`src/sv/lsad_pkg.sv`:
```
// shared constants, types and helpers of the angle difference unit
package lsad_pkg;

    localparam int ANGLE_WIDTH   = 24;
    localparam int LIMIT_WIDTH   = 19;
    localparam int DIFF_WIDTH    = 18;
    localparam int TURN_BITS_DEF = 16;

    localparam int S_TDATA_WIDTH = 2 * ANGLE_WIDTH;
    localparam int M_TDATA_WIDTH = ((DIFF_WIDTH + 7) / 8) * 8;

    localparam logic signed [LIMIT_WIDTH-1:0] LOWER_RESET = -19'sd32768;
    localparam logic signed [LIMIT_WIDTH-1:0] UPPER_RESET = 19'sd32768;

    // configuration register indexes
    localparam logic CFG_LOWER_LIMIT = 1'b0;
    localparam logic CFG_UPPER_LIMIT = 1'b1;

    // working width: holds any input angle and a few turns of headroom
    function automatic int work_width(input int turn_bits);
        int a;
        int b;
        a = ANGLE_WIDTH + 1;
        b = turn_bits + 4;
        return (a > b) ? a : b;
    endfunction

    // per-stage load enables of the pipeline
    typedef struct packed {
        logic s1;
        logic s2;
        logic s3;
        logic s4;
        logic s5;
    } pipe_en_t;

endpackage

```
`src/sv/lsad_place.sv`:
```
// three-stage reduction and window placement of one angle
module lsad_place
    import lsad_pkg::*;
#(
    parameter int TURN_BITS = TURN_BITS_DEF
) (
    input  logic                                   aclk,
    input  pipe_en_t                               en,
    input  logic signed [ANGLE_WIDTH-1:0]          angle_in,
    input  logic signed [LIMIT_WIDTH-1:0]          lower_limit,
    input  logic signed [LIMIT_WIDTH-1:0]          upper_limit,
    output logic signed [work_width(TURN_BITS)-1:0] angle_out
);

    localparam int W = work_width(TURN_BITS);
    localparam logic signed [W-1:0] TURN =
        {{(W-TURN_BITS-1){1'b0}}, 1'b1, {TURN_BITS{1'b0}}};
    localparam logic signed [W-1:0] TURN_M1 =
        {{(W-TURN_BITS){1'b0}}, {TURN_BITS{1'b1}}};

    logic signed [W-1:0] ax;
    logic [TURN_BITS-1:0] low;
    logic signed [W-1:0] lo_x;
    logic signed [W-1:0] hi_x;
    logic signed [W-1:0] red_next,   red_reg;
    logic signed [W-1:0] upper_next, upper_reg;
    logic signed [W-1:0] lower_next, lower_reg;
    logic signed [W-1:0] x_up;
    logic signed [W-1:0] x_lo;

    assign lo_x = {{(W-LIMIT_WIDTH){lower_limit[LIMIT_WIDTH-1]}}, lower_limit};
    assign hi_x = {{(W-LIMIT_WIDTH){upper_limit[LIMIT_WIDTH-1]}}, upper_limit};

    // truncating remainder by one turn, only when magnitude exceeds a turn
    always_comb begin
        ax  = {{(W-ANGLE_WIDTH){angle_in[ANGLE_WIDTH-1]}}, angle_in};
        low = ax[TURN_BITS-1:0];
        if (ax > TURN || ax < -TURN) begin
            if (ax[W-1] && (low != '0)) begin
                red_next = $signed({{(W-TURN_BITS){1'b0}}, low}) - TURN;
            end else begin
                red_next = $signed({{(W-TURN_BITS){1'b0}}, low});
            end
        end else begin
            red_next = ax;
        end
    end

    // move down by whole turns until at or below the upper limit
    always_comb begin
        x_up = red_reg - hi_x + TURN_M1;
        if (red_reg > hi_x) begin
            upper_next = red_reg - $signed({x_up[W-1:TURN_BITS], {TURN_BITS{1'b0}}});
        end else begin
            upper_next = red_reg;
        end
    end

    // move up by whole turns until at or above the lower limit
    always_comb begin
        x_lo = lo_x - upper_reg + TURN_M1;
        if (upper_reg < lo_x) begin
            lower_next = upper_reg + $signed({x_lo[W-1:TURN_BITS], {TURN_BITS{1'b0}}});
        end else begin
            lower_next = upper_reg;
        end
    end

    always_ff @(posedge aclk) begin
        if (en.s1) red_reg   <= red_next;
        if (en.s2) upper_reg <= upper_next;
        if (en.s3) lower_reg <= lower_next;
    end

    assign angle_out = lower_reg;

endmodule

```
`src/sv/lsad_diff.sv`:
```
// window check, wrapped difference and path selection (two stages)
module lsad_diff
    import lsad_pkg::*;
#(
    parameter int TURN_BITS = TURN_BITS_DEF
) (
    input  logic                                   aclk,
    input  pipe_en_t                               en,
    input  logic                                   operation,
    input  logic signed [work_width(TURN_BITS)-1:0] first_placed,
    input  logic signed [work_width(TURN_BITS)-1:0] second_placed,
    input  logic signed [LIMIT_WIDTH-1:0]          lower_limit,
    input  logic signed [LIMIT_WIDTH-1:0]          upper_limit,
    output logic signed [DIFF_WIDTH-1:0]           difference,
    output logic                                   out_of_limits
);

    localparam int W = work_width(TURN_BITS);
    localparam logic signed [W-1:0] TURN =
        {{(W-TURN_BITS-1){1'b0}}, 1'b1, {TURN_BITS{1'b0}}};
    localparam logic signed [W-1:0] HALF =
        {{(W-TURN_BITS){1'b0}}, 1'b1, {(TURN_BITS-1){1'b0}}};

    logic signed [W-1:0] lo_x;
    logic signed [W-1:0] hi_x;
    logic signed [W-1:0] raw_diff;
    logic signed [W-1:0] wrapped;
    logic signed [W-1:0] sum;
    logic signed [W-1:0] res;
    logic                leave;

    logic                err_next,  err_reg;
    logic                op_next,   op_reg;
    logic signed [W-1:0] d_next,    d_reg;
    logic signed [W-1:0] mag_next,  mag_reg;
    logic signed [W-1:0] alt_next,  alt_reg;
    logic signed [W-1:0] base_next, base_reg;

    logic signed [DIFF_WIDTH-1:0] difference_next, difference_reg;
    logic                         ool_next,        ool_reg;

    assign lo_x = {{(W-LIMIT_WIDTH){lower_limit[LIMIT_WIDTH-1]}}, lower_limit};
    assign hi_x = {{(W-LIMIT_WIDTH){upper_limit[LIMIT_WIDTH-1]}}, upper_limit};

    // shortest difference in (-half, half], half turn counts as positive
    always_comb begin
        err_next = (first_placed < lo_x) || (first_placed > hi_x) ||
                   (second_placed < lo_x) || (second_placed > hi_x);
        raw_diff = first_placed - second_placed;
        wrapped  = $signed({{(W-TURN_BITS){1'b0}}, raw_diff[TURN_BITS-1:0]});
        d_next   = (wrapped > HALF) ? (wrapped - TURN) : wrapped;
        mag_next = d_next[W-1] ? -d_next : d_next;
        alt_next = TURN - mag_next;
        op_next   = operation;
        base_next = second_placed;
    end

    // take the long way when the short one would leave the window
    always_comb begin
        sum   = base_reg + d_reg;
        leave = (sum > hi_x) || (sum < lo_x);
        if (err_reg) begin
            res = '0;
        end else if (leave) begin
            if (op_reg) res = alt_reg;
            else        res = (d_reg > 0) ? -alt_reg : alt_reg;
        end else begin
            res = op_reg ? mag_reg : d_reg;
        end
        difference_next = res[DIFF_WIDTH-1:0];
        ool_next        = err_reg;
    end

    always_ff @(posedge aclk) begin
        if (en.s4) begin
            err_reg  <= err_next;
            op_reg   <= op_next;
            d_reg    <= d_next;
            mag_reg  <= mag_next;
            alt_reg  <= alt_next;
            base_reg <= base_next;
        end
        if (en.s5) begin
            difference_reg <= difference_next;
            ool_reg        <= ool_next;
        end
    end

    assign difference    = difference_reg;
    assign out_of_limits = ool_reg;

endmodule

```
`src/sv/limited_shortest_angle_difference_unit.sv`:
```
// top level of the joint-limited shortest angle difference unit
//
// usage
// - s_ channel: one transaction carries two joint angles (one turn is
//   2^TURN_BITS units) and in s_tuser the operation: 0 signed difference,
//   1 unsigned distance
// - m_ channel: one transaction per input transaction, in order, with the
//   difference (zero on error) and in m_tuser the out-of-limits flag
// - cfg port: cfg_wr_en writes cfg_wdata into lower limit (index 0) or
//   upper limit (index 1) at that clock edge; write only while idle
// - pipeline: m_tvalid rises once a transaction has passed the five register
//   stages: reduce, upper placement, lower placement, wrapped difference,
//   path select/output; one transaction per cycle is sustained while
//   m_tready stays high
// - each stage has its own valid bit and loads whenever it is empty or the
//   next stage moves, so bubbles are squeezed out during a stall
// - when m_tready is low the output holds; s_tready drops only once all
//   five stages hold transactions
// - synchronous active-low reset empties the pipeline and restores the
//   limits to -32768 and 32768
module limited_shortest_angle_difference_unit
    import lsad_pkg::*;
#(
    parameter int TURN_BITS = TURN_BITS_DEF
) (
    input  logic                      aclk,
    input  logic                      aresetn,
    // input channel
    input  logic                      s_tvalid,
    output logic                      s_tready,
    input  logic [S_TDATA_WIDTH-1:0]  s_tdata,   // [23:0] first_angle, [47:24] second_angle
    input  logic [0:0]                s_tuser,   // [0] operation
    // result channel
    output logic                      m_tvalid,
    input  logic                      m_tready,
    output logic [M_TDATA_WIDTH-1:0]  m_tdata,   // [17:0] difference, [23:18] zero
    output logic [0:0]                m_tuser,   // [0] out_of_limits
    // configuration write port
    input  logic                      cfg_wr_en,
    input  logic                      cfg_index,
    input  logic [LIMIT_WIDTH-1:0]    cfg_wdata
);

    localparam int W = work_width(TURN_BITS);

    logic signed [LIMIT_WIDTH-1:0] lower_limit_reg, lower_limit_next;
    logic signed [LIMIT_WIDTH-1:0] upper_limit_reg, upper_limit_next;

    // valid bit of each stage
    logic [5:1] valid_reg, valid_next;
    // operation rides along through the placement stages
    logic [3:1] op_reg, op_next;

    pipe_en_t en;

    logic signed [W-1:0] first_placed;
    logic signed [W-1:0] second_placed;
    logic signed [DIFF_WIDTH-1:0] difference;
    logic out_of_limits;

    // configuration writes
    always_comb begin
        lower_limit_next = lower_limit_reg;
        upper_limit_next = upper_limit_reg;
        if (cfg_wr_en) begin
            unique case (cfg_index)
                CFG_LOWER_LIMIT: lower_limit_next = cfg_wdata;
                CFG_UPPER_LIMIT: upper_limit_next = cfg_wdata;
                default:         lower_limit_next = lower_limit_reg;
            endcase
        end
    end

    // a stage loads when it is empty or its content moves on
    always_comb begin
        en.s5 = !valid_reg[5] || m_tready;
        en.s4 = !valid_reg[4] || en.s5;
        en.s3 = !valid_reg[3] || en.s4;
        en.s2 = !valid_reg[2] || en.s3;
        en.s1 = !valid_reg[1] || en.s2;
    end

    always_comb begin
        valid_next = valid_reg;
        op_next    = op_reg;
        if (en.s1) begin
            valid_next[1] = s_tvalid;
            op_next[1]    = s_tuser[0];
        end
        if (en.s2) begin
            valid_next[2] = valid_reg[1];
            op_next[2]    = op_reg[1];
        end
        if (en.s3) begin
            valid_next[3] = valid_reg[2];
            op_next[3]    = op_reg[2];
        end
        if (en.s4) valid_next[4] = valid_reg[3];
        if (en.s5) valid_next[5] = valid_reg[4];
    end

    always_ff @(posedge aclk) begin
        if (!aresetn) begin
            valid_reg       <= '0;
            lower_limit_reg <= LOWER_RESET;
            upper_limit_reg <= UPPER_RESET;
        end else begin
            valid_reg       <= valid_next;
            lower_limit_reg <= lower_limit_next;
            upper_limit_reg <= upper_limit_next;
        end
    end

    always_ff @(posedge aclk) begin
        op_reg <= op_next;
    end

    // placement of both angles, stages 1 to 3
    lsad_place #(.TURN_BITS(TURN_BITS)) u_place_first (
        .aclk        (aclk),
        .en          (en),
        .angle_in    (s_tdata[ANGLE_WIDTH-1:0]),
        .lower_limit (lower_limit_reg),
        .upper_limit (upper_limit_reg),
        .angle_out   (first_placed)
    );

    lsad_place #(.TURN_BITS(TURN_BITS)) u_place_second (
        .aclk        (aclk),
        .en          (en),
        .angle_in    (s_tdata[2*ANGLE_WIDTH-1:ANGLE_WIDTH]),
        .lower_limit (lower_limit_reg),
        .upper_limit (upper_limit_reg),
        .angle_out   (second_placed)
    );

    // difference and path choice, stages 4 and 5 (stage 5 is the output register)
    lsad_diff #(.TURN_BITS(TURN_BITS)) u_diff (
        .aclk          (aclk),
        .en            (en),
        .operation     (op_reg[3]),
        .first_placed  (first_placed),
        .second_placed (second_placed),
        .lower_limit   (lower_limit_reg),
        .upper_limit   (upper_limit_reg),
        .difference    (difference),
        .out_of_limits (out_of_limits)
    );

    assign s_tready = en.s1;
    assign m_tvalid = valid_reg[5];
    assign m_tdata  = {{(M_TDATA_WIDTH-DIFF_WIDTH){1'b0}}, difference};
    assign m_tuser  = out_of_limits;

endmodule

```
`config.mk`:
```
export PLATFORM = sky130hd
export DESIGN_NAME = limited_shortest_angle_difference_unit
export DESIGN_NICKNAME = d
export VERILOG_FILES = /design/src/sv/lsad_pkg.sv /design/src/sv/lsad_place.sv /design/src/sv/lsad_diff.sv /design/src/sv/limited_shortest_angle_difference_unit.sv
export SDC_FILE = /design/constraint.sdc
export NUM_CORES = 1
export LEC_CHECK = 0
export ABC_AREA = 0
export BUFFER_PORTS_ARGS = -buffer_cell sky130_fd_sc_hd__buf_2
export CAP_MARGIN = 10
export CORE_ASPECT_RATIO = 0.9
export CORE_MARGIN = 2
export CORE_UTILIZATION = 51
export CTS_CLUSTER_SIZE = 24
export DETAILED_ROUTE_END_ITERATION = 16
export PLACE_DENSITY_LB_ADDON = 0.3
export SLEW_MARGIN = 20
export SYNTH_ARGS = -nofsm -noshare
export SYNTH_HDL_FRONTEND = slang
export SYNTH_SLANG_ARGS = --single-unit
export TNS_END_PERCENT = 30
```
`constraint.sdc`:
```
create_clock -name aclk -period 11.54 [get_ports aclk]
set_input_delay 0.577 -clock aclk [delete_from_list [all_inputs] [get_ports aclk]]
set_output_delay 0.577 -clock aclk [all_outputs]
set_load 0.02 [all_outputs]
```
# Word-level counts from Yosys, hierarchy flattened
# Index checks and enable logic that the tools add are counted.
word_totals:
  latchBits: 0
  regBits: 303
  n_memories: 0
  input_bits: 74
  rom_bits: 0
  ram_bits: 0
  elab_cells: 97
  out_inout_bits: 27
op_classes:
  div_mod_pow: 0
  addsub: 20
  shifts: 0
  eq_ne: 0
  n_mul: 0
  reduce_logical: 22
  mux: 14
  n_lt_le_gt_ge: 16
  n_bitwise: 1
op_table:
  columns: ["op", "count"]
  rows:
  - ["$mux W25", 9]
  - ["$gt A25 B19 Y1", 5]
  - ["$lt A25 B19 Y1", 5]
  - ["$add A25 B17 Y25 const B", 4]
  - ["$mux W18", 5]
  - ["$add A25 B25 Y25", 3]
  - ["$sub A16 B17 Y18 const B", 3]
  - ["$sub A19 B25 Y25", 2]
  - ["$sub A25 B19 Y25", 2]
  - ["$sub A25 B25 Y25", 2]
  - ["$gt A24 B18 Y1 const B", 2]
  - ["$lt A24 B17 Y1 const B", 2]
  - ["$neg A18 Y18", 2]
  - ["$reduce_bool A16 Y1", 2]
  - ["$gt A25 B1 Y1 const B", 1]
  - ["$sub A18 B18 Y18 const A", 1]
  - ["$gt A16 B16 Y1 const B", 1]
  - ["$sub A16 B16 Y16", 1]
  - ["$logic_or A1 B1 Y1", 11]
  - ["$logic_not A1 Y1", 5]
  - ["$reduce_and A2 Y1", 2]
  - ["$logic_and A1 B1 Y1", 2]
  - ["$not A1 Y1", 1]

# Longest topological paths before layout
depth:
  word_depth: 6
  ltp_mapped: 25
  depth_no_buf: 24

# Hierarchy
# A second synthesis with hierarchy kept.
hier_totals:
  cells_unflattened: 2555
  area_unflattened_um2: 25301.8
by_module_without_submodules:
  columns: ["mod", "cells_each", "area_each_um2", "instances", "seq_area_each_um2"]
  rows:
  - ["lsad_diff", 1051, 10197.3, 1, 2942.8]
  - ["lsad_place at u_place_first", 679, 6849.1, 1, 2222.1]
  - ["lsad_place at u_place_second", 628, 6501.2, 1, 2222.1]
  - ["limited_shortest_angle_difference_unit", 197, 1754.2, 1, 950.9]

# Worst setup path before layout
# OpenSTA, ideal clock, no wires.
synth_timing:
  kind: "register to register"
  startpoint: "register u_diff.d_reg[0]"
  endpoint: "register u_diff.difference_reg[10] (netlist: u_diff.difference[10]), data pin"
  stages_incl_launch_ff: 23
  required_time_ns: 11.265
  setup_slack_ns: 6.296
  setup_time_ns: 0.275
  t_arrival_ns: 4.970
  n_path_buf: 2
  cell_sequence: "edfxtp_1 ha_1 inv_1 fa_1 nor2b_1 o21ai_0 a21boi_0 o221a_2 o311ai_0 a31o_2 o311a_1 nor3_1 a21o_1 a21oi_1 xnor2_1 ha_1 inv_1 or3_1 o31ai_2 or2_1 clkbuf_1 clkbuf_1 a211oi_1"
synth_via:
  elab_chain_cells: 4
  elab_cells_between_ends: 8
  classes_between: "1 x add/sub; 3 x order compare; 3 x mux; 1 x reduce/logical"
synth_lines:
  columns: ["item", "line_no", "rtl"]
  rows:
  - ["start: declaration", "lsad_diff.sv:34", "logic signed [W-1:0] d_next, d_reg;"]
  - ["start signal: assignment", "lsad_diff.sv:78", "d_reg <= d_next;"]
  - ["$add A25 B25 Y25 or $gt A25 B1 Y1 (tied branches)", "lsad_diff.sv:60, lsad_diff.sv:66", null]
  - ["$gt A25 B19 Y1 (tied with other cells)", "lsad_diff.sv:61", "leave = (sum > hi_x) || (sum < lo_x);"]
  - ["$logic_or A1 B1 Y1 or $mux W18 (tied branches)", "lsad_diff.sv:61, lsad_diff.sv:65", null]
  - ["$mux W18 *", "lsad_diff.sv:64", "end else if (leave) begin"]
  - ["end signal: assignment", "lsad_diff.sv:84", "difference_reg <= difference_next;"]
  - ["end: declaration", "lsad_diff.sv:39", "logic signed [DIFF_WIDTH-1:0] difference_next, difference_reg;"]
# Mark *: on every way between the ends. The rest lies on a longest branch, timed or not.
# A chain may end at the register's enable or synchronous reset.

# Final worst setup path
layout_timing:
  startpoint: "register u_diff.d_reg[0]"
  endpoint: "register u_diff.difference_reg[3] (netlist: u_diff.difference[3]), data pin"
# Same word-level chain as after synthesis.

==> reports/metrics.cfg <==
[sta]
worst_slew_pin_slew_ns=1.12
maxSlewViolCount=0
fmax_ghz=0.166
rsz0062_at_grt=no
hold_viol_final=0
slew_headroom_pct=25.5
fin_crit_ns=6.03
tns_ns=0
finalSetupViolCount=0
finalCritPeriodShare_pct=52.3
fin_skew_ns=0.0266
fin_ws_ns=5.51

[clocking]
clkTransAtPathRegs_ns=0.06
post-cts-setup-buffers=0
ctsHoldBuffers=0
clkLatencyLatePin_ns=0.56
numCtsBuffers=36
cts_resized=0
cts.sink_count=292
htreeDepth=2
cts_buffer_depth=3
cts_tree=done
cts_root_buffer=clkbuf_16

[synth]
synthFlopType=edfxtp_1
ys_async_sr_fraction_pct=0
yosysSeqAreaShare_pct=35.4
syn_inst=2286
yosys_register_bits=292
yosys-top-cells-area=edfxtp_1 (32%), ha_1 (24%), dfxtp_1 (3.7%)
synth_top_cell_by_area=edfxtp_1
synth_edf_count=249
synth_cell_type_count=90
avgSynthCellArea_sq_um=10.3
yosys_warnings=0
yosysMostFrequentCell=ha_1
ys_top_cells_by_count=ha_1 (454), edfxtp_1 (249), inv_1 (214), nand2_1 (178), a21oi_1 (120)
syn-cell-area_sq_um=23500
yosysTopAreaCellShare_pct=31.8

[global_routing]
track_usage_pct=24.3
grt_pass1_wl_mm=92.2
grt_antenna_before_repair=0
grt_max_degree=80
grt_pass1_vias=17700
grt_overflow=0

[detailed_routing]
drtPass1Iterations=6
wire_per_inst_microns=19.1
avgViaCountPerCell=5.76
ant_nets=0
vias=17500
drc=0
drt_iter0_drc=1005
drt_wl_total_mm=58.1

[critical_path]
worstPathMaxFanout=18
arrival_ns=6.39
cp_slowest_cell=o311ai_0
rr_startpoint=u_diff.d_reg[0]
crit_start=u_diff.d_reg[0]
cp.required_ns=11.90
r2r_setup_slack_ns=5.51
path_delay_family=compound AO/OA/AOI/OAI gates
critPathBufInv=1
cpPeakStageDelay_ns=0.72
crit_path_start_kind=register
path_cells=ha_1 -> a21o_1 -> a21oi_1 -> nor2b_1 -> o311ai_0 -> a211oi_1 -> o31ai_1 -> nor4_1 -> o31ai_1 -> o21bai_1 -> a21oi_1 -> xnor2_1 -> ha_1 -> nand3_1 -> nor2_1 -> o21ai_0 -> a21oi_1 -> a2111oi_0 -> o22ai_1 -> buf_4 -> or2_1 -> a211oi_1
crit_top_cell=a21oi_1
end_kind=register
timing_worst_setup_path_type=reg -> reg

[floorplanning]
die_area_sq_um=47900
die_x_microns=230
rows=74
coreArea_sq_um=45500
num_io_pins=101
initial_utilization_pct=51.7
die_h_microns=208

[place]
hpwlAfterDp_mm=47.0
place_ws_ns=5.49
io_buffers=94
globalplace.congestion=0.921
dp.cells=2974

[power]
combPwrFrac_pct=51.8
switching_power_mw=2.21
power-per-cell-area_nw_per_um2=213
internal_power_mw=3.30
seq_power_share_pct=28.6
ir_worst_vdd_uv=129
total_power_mw=5.50
p_leak_nw=11.5
clock_power_share_pct=19.7
netSwitchingFraction_pct=40.1

[min_path]
holdCritStartpoint=s_tuser
hp-class=in -> reg

[final_layout]
layout-drive-gt1-share_pct=9.50
area_growth_pct=9.97
fin_nets=2960
diodes=0
finalNonFillerCells=3039
fillers=3916

[flow_run]
max_cap_viol_count=0

[status]
status=finished clean

[worst register-to-register path: cells and delay by family, from the launching register on]
family,cells,cell delay [ns]
buf+inv,1,0.23
compound gates,13,3.57
flops,1,0.47
fa+ha+maj,2,0.53
xor+xnor,1,0.18
simple gates,5,0.88
[final cells by class]
class	instances	area, sq um	share of cell area (%)
multi-input combinational	1753	14300	55.2
sequential	292	8340	32.2
clock buffer	48	986	3.81
inverter	216	812	3.14
tap	608	761	2.94
timing repair buffer	105	553	2.14
clock inverter	17	133	0.513
[path summary, 6_finish.rpt]
kind,endpoint,cells after the start
worst max register to register,u_diff.difference[3],22
worst min register to register,u_diff.op_reg,0
worst min-delay path,op_reg[1],1
worst max-delay path,u_diff.difference[3],22
[logic make-up after synthesis]
| family | after synthesis | synth area share (%) |
|---|---|---|
| other | 1 | 0.0159 |
| multiplexers | 29 | 1.38 |
| AO/OA/AOI/OAI | 555 | 16.0 |
| XOR/XNOR | 138 | 5.23 |
| buffers and inverters | 249 | 4.07 |
| adder cells (fa/ha/maj) | 482 | 26.5 |
| flip-flops | 292 | 35.4 |
| AND/OR/NAND/NOR | 540 | 11.3 |
[power groups by stage]
stage,sequential (mW),clock [mW],combinational (mW)
6_report,1.57,1.08,2.85
5_1_grt,1.60,1.14,3.24
4_1_cts,1.57,1.10,2.84
3_5_place_dp,1.59,0,2.82
3_3_place_gp,1.59,0,2.72
2_1_floorplan,1.54,0,2.22
[per-layer routing]
layer,routed length (microns),vias to the layer above,global-route usage (%)
li1,-,8618,-
met4,1630,0,7.94
met5,0,-,0
met3,2360,82,2.86
met1,26500,8419,32.1
met2,27600,386,41.6
[stage by stage]
step	instance area [sq um]	hold slack [ns]	util (%)
2_1_floorplan	23600	0.400	-
3_3_place_gp	24700	0.414	54.4
3_5_place_dp	24700	0.410	54.4
4_1_cts	25900	0.177	56.9
5_1_grt	25900	0.193	56.9
6_report	25900	0.203	56.9
[cell usage in the layout (no fill, tap or decap), types with 28 or more instances in the layout]
cell	instances
nand4_1	39
a21boi_0	41
xnor2_1	81
nand2_1	176
nand3_1	31
xor2_1	54
fa_1	28
dfxtp_1	43
edfxtp_1	249
buf_2	94
o21ai_0	92
o21a_1	52
a21o_1	79
inv_1	213
a21oi_1	120
nor2_1	100
a211oi_1	28
nor3_1	58
clkbuf_16	36
ha_1	454
(Power assumes the default switching activity.)
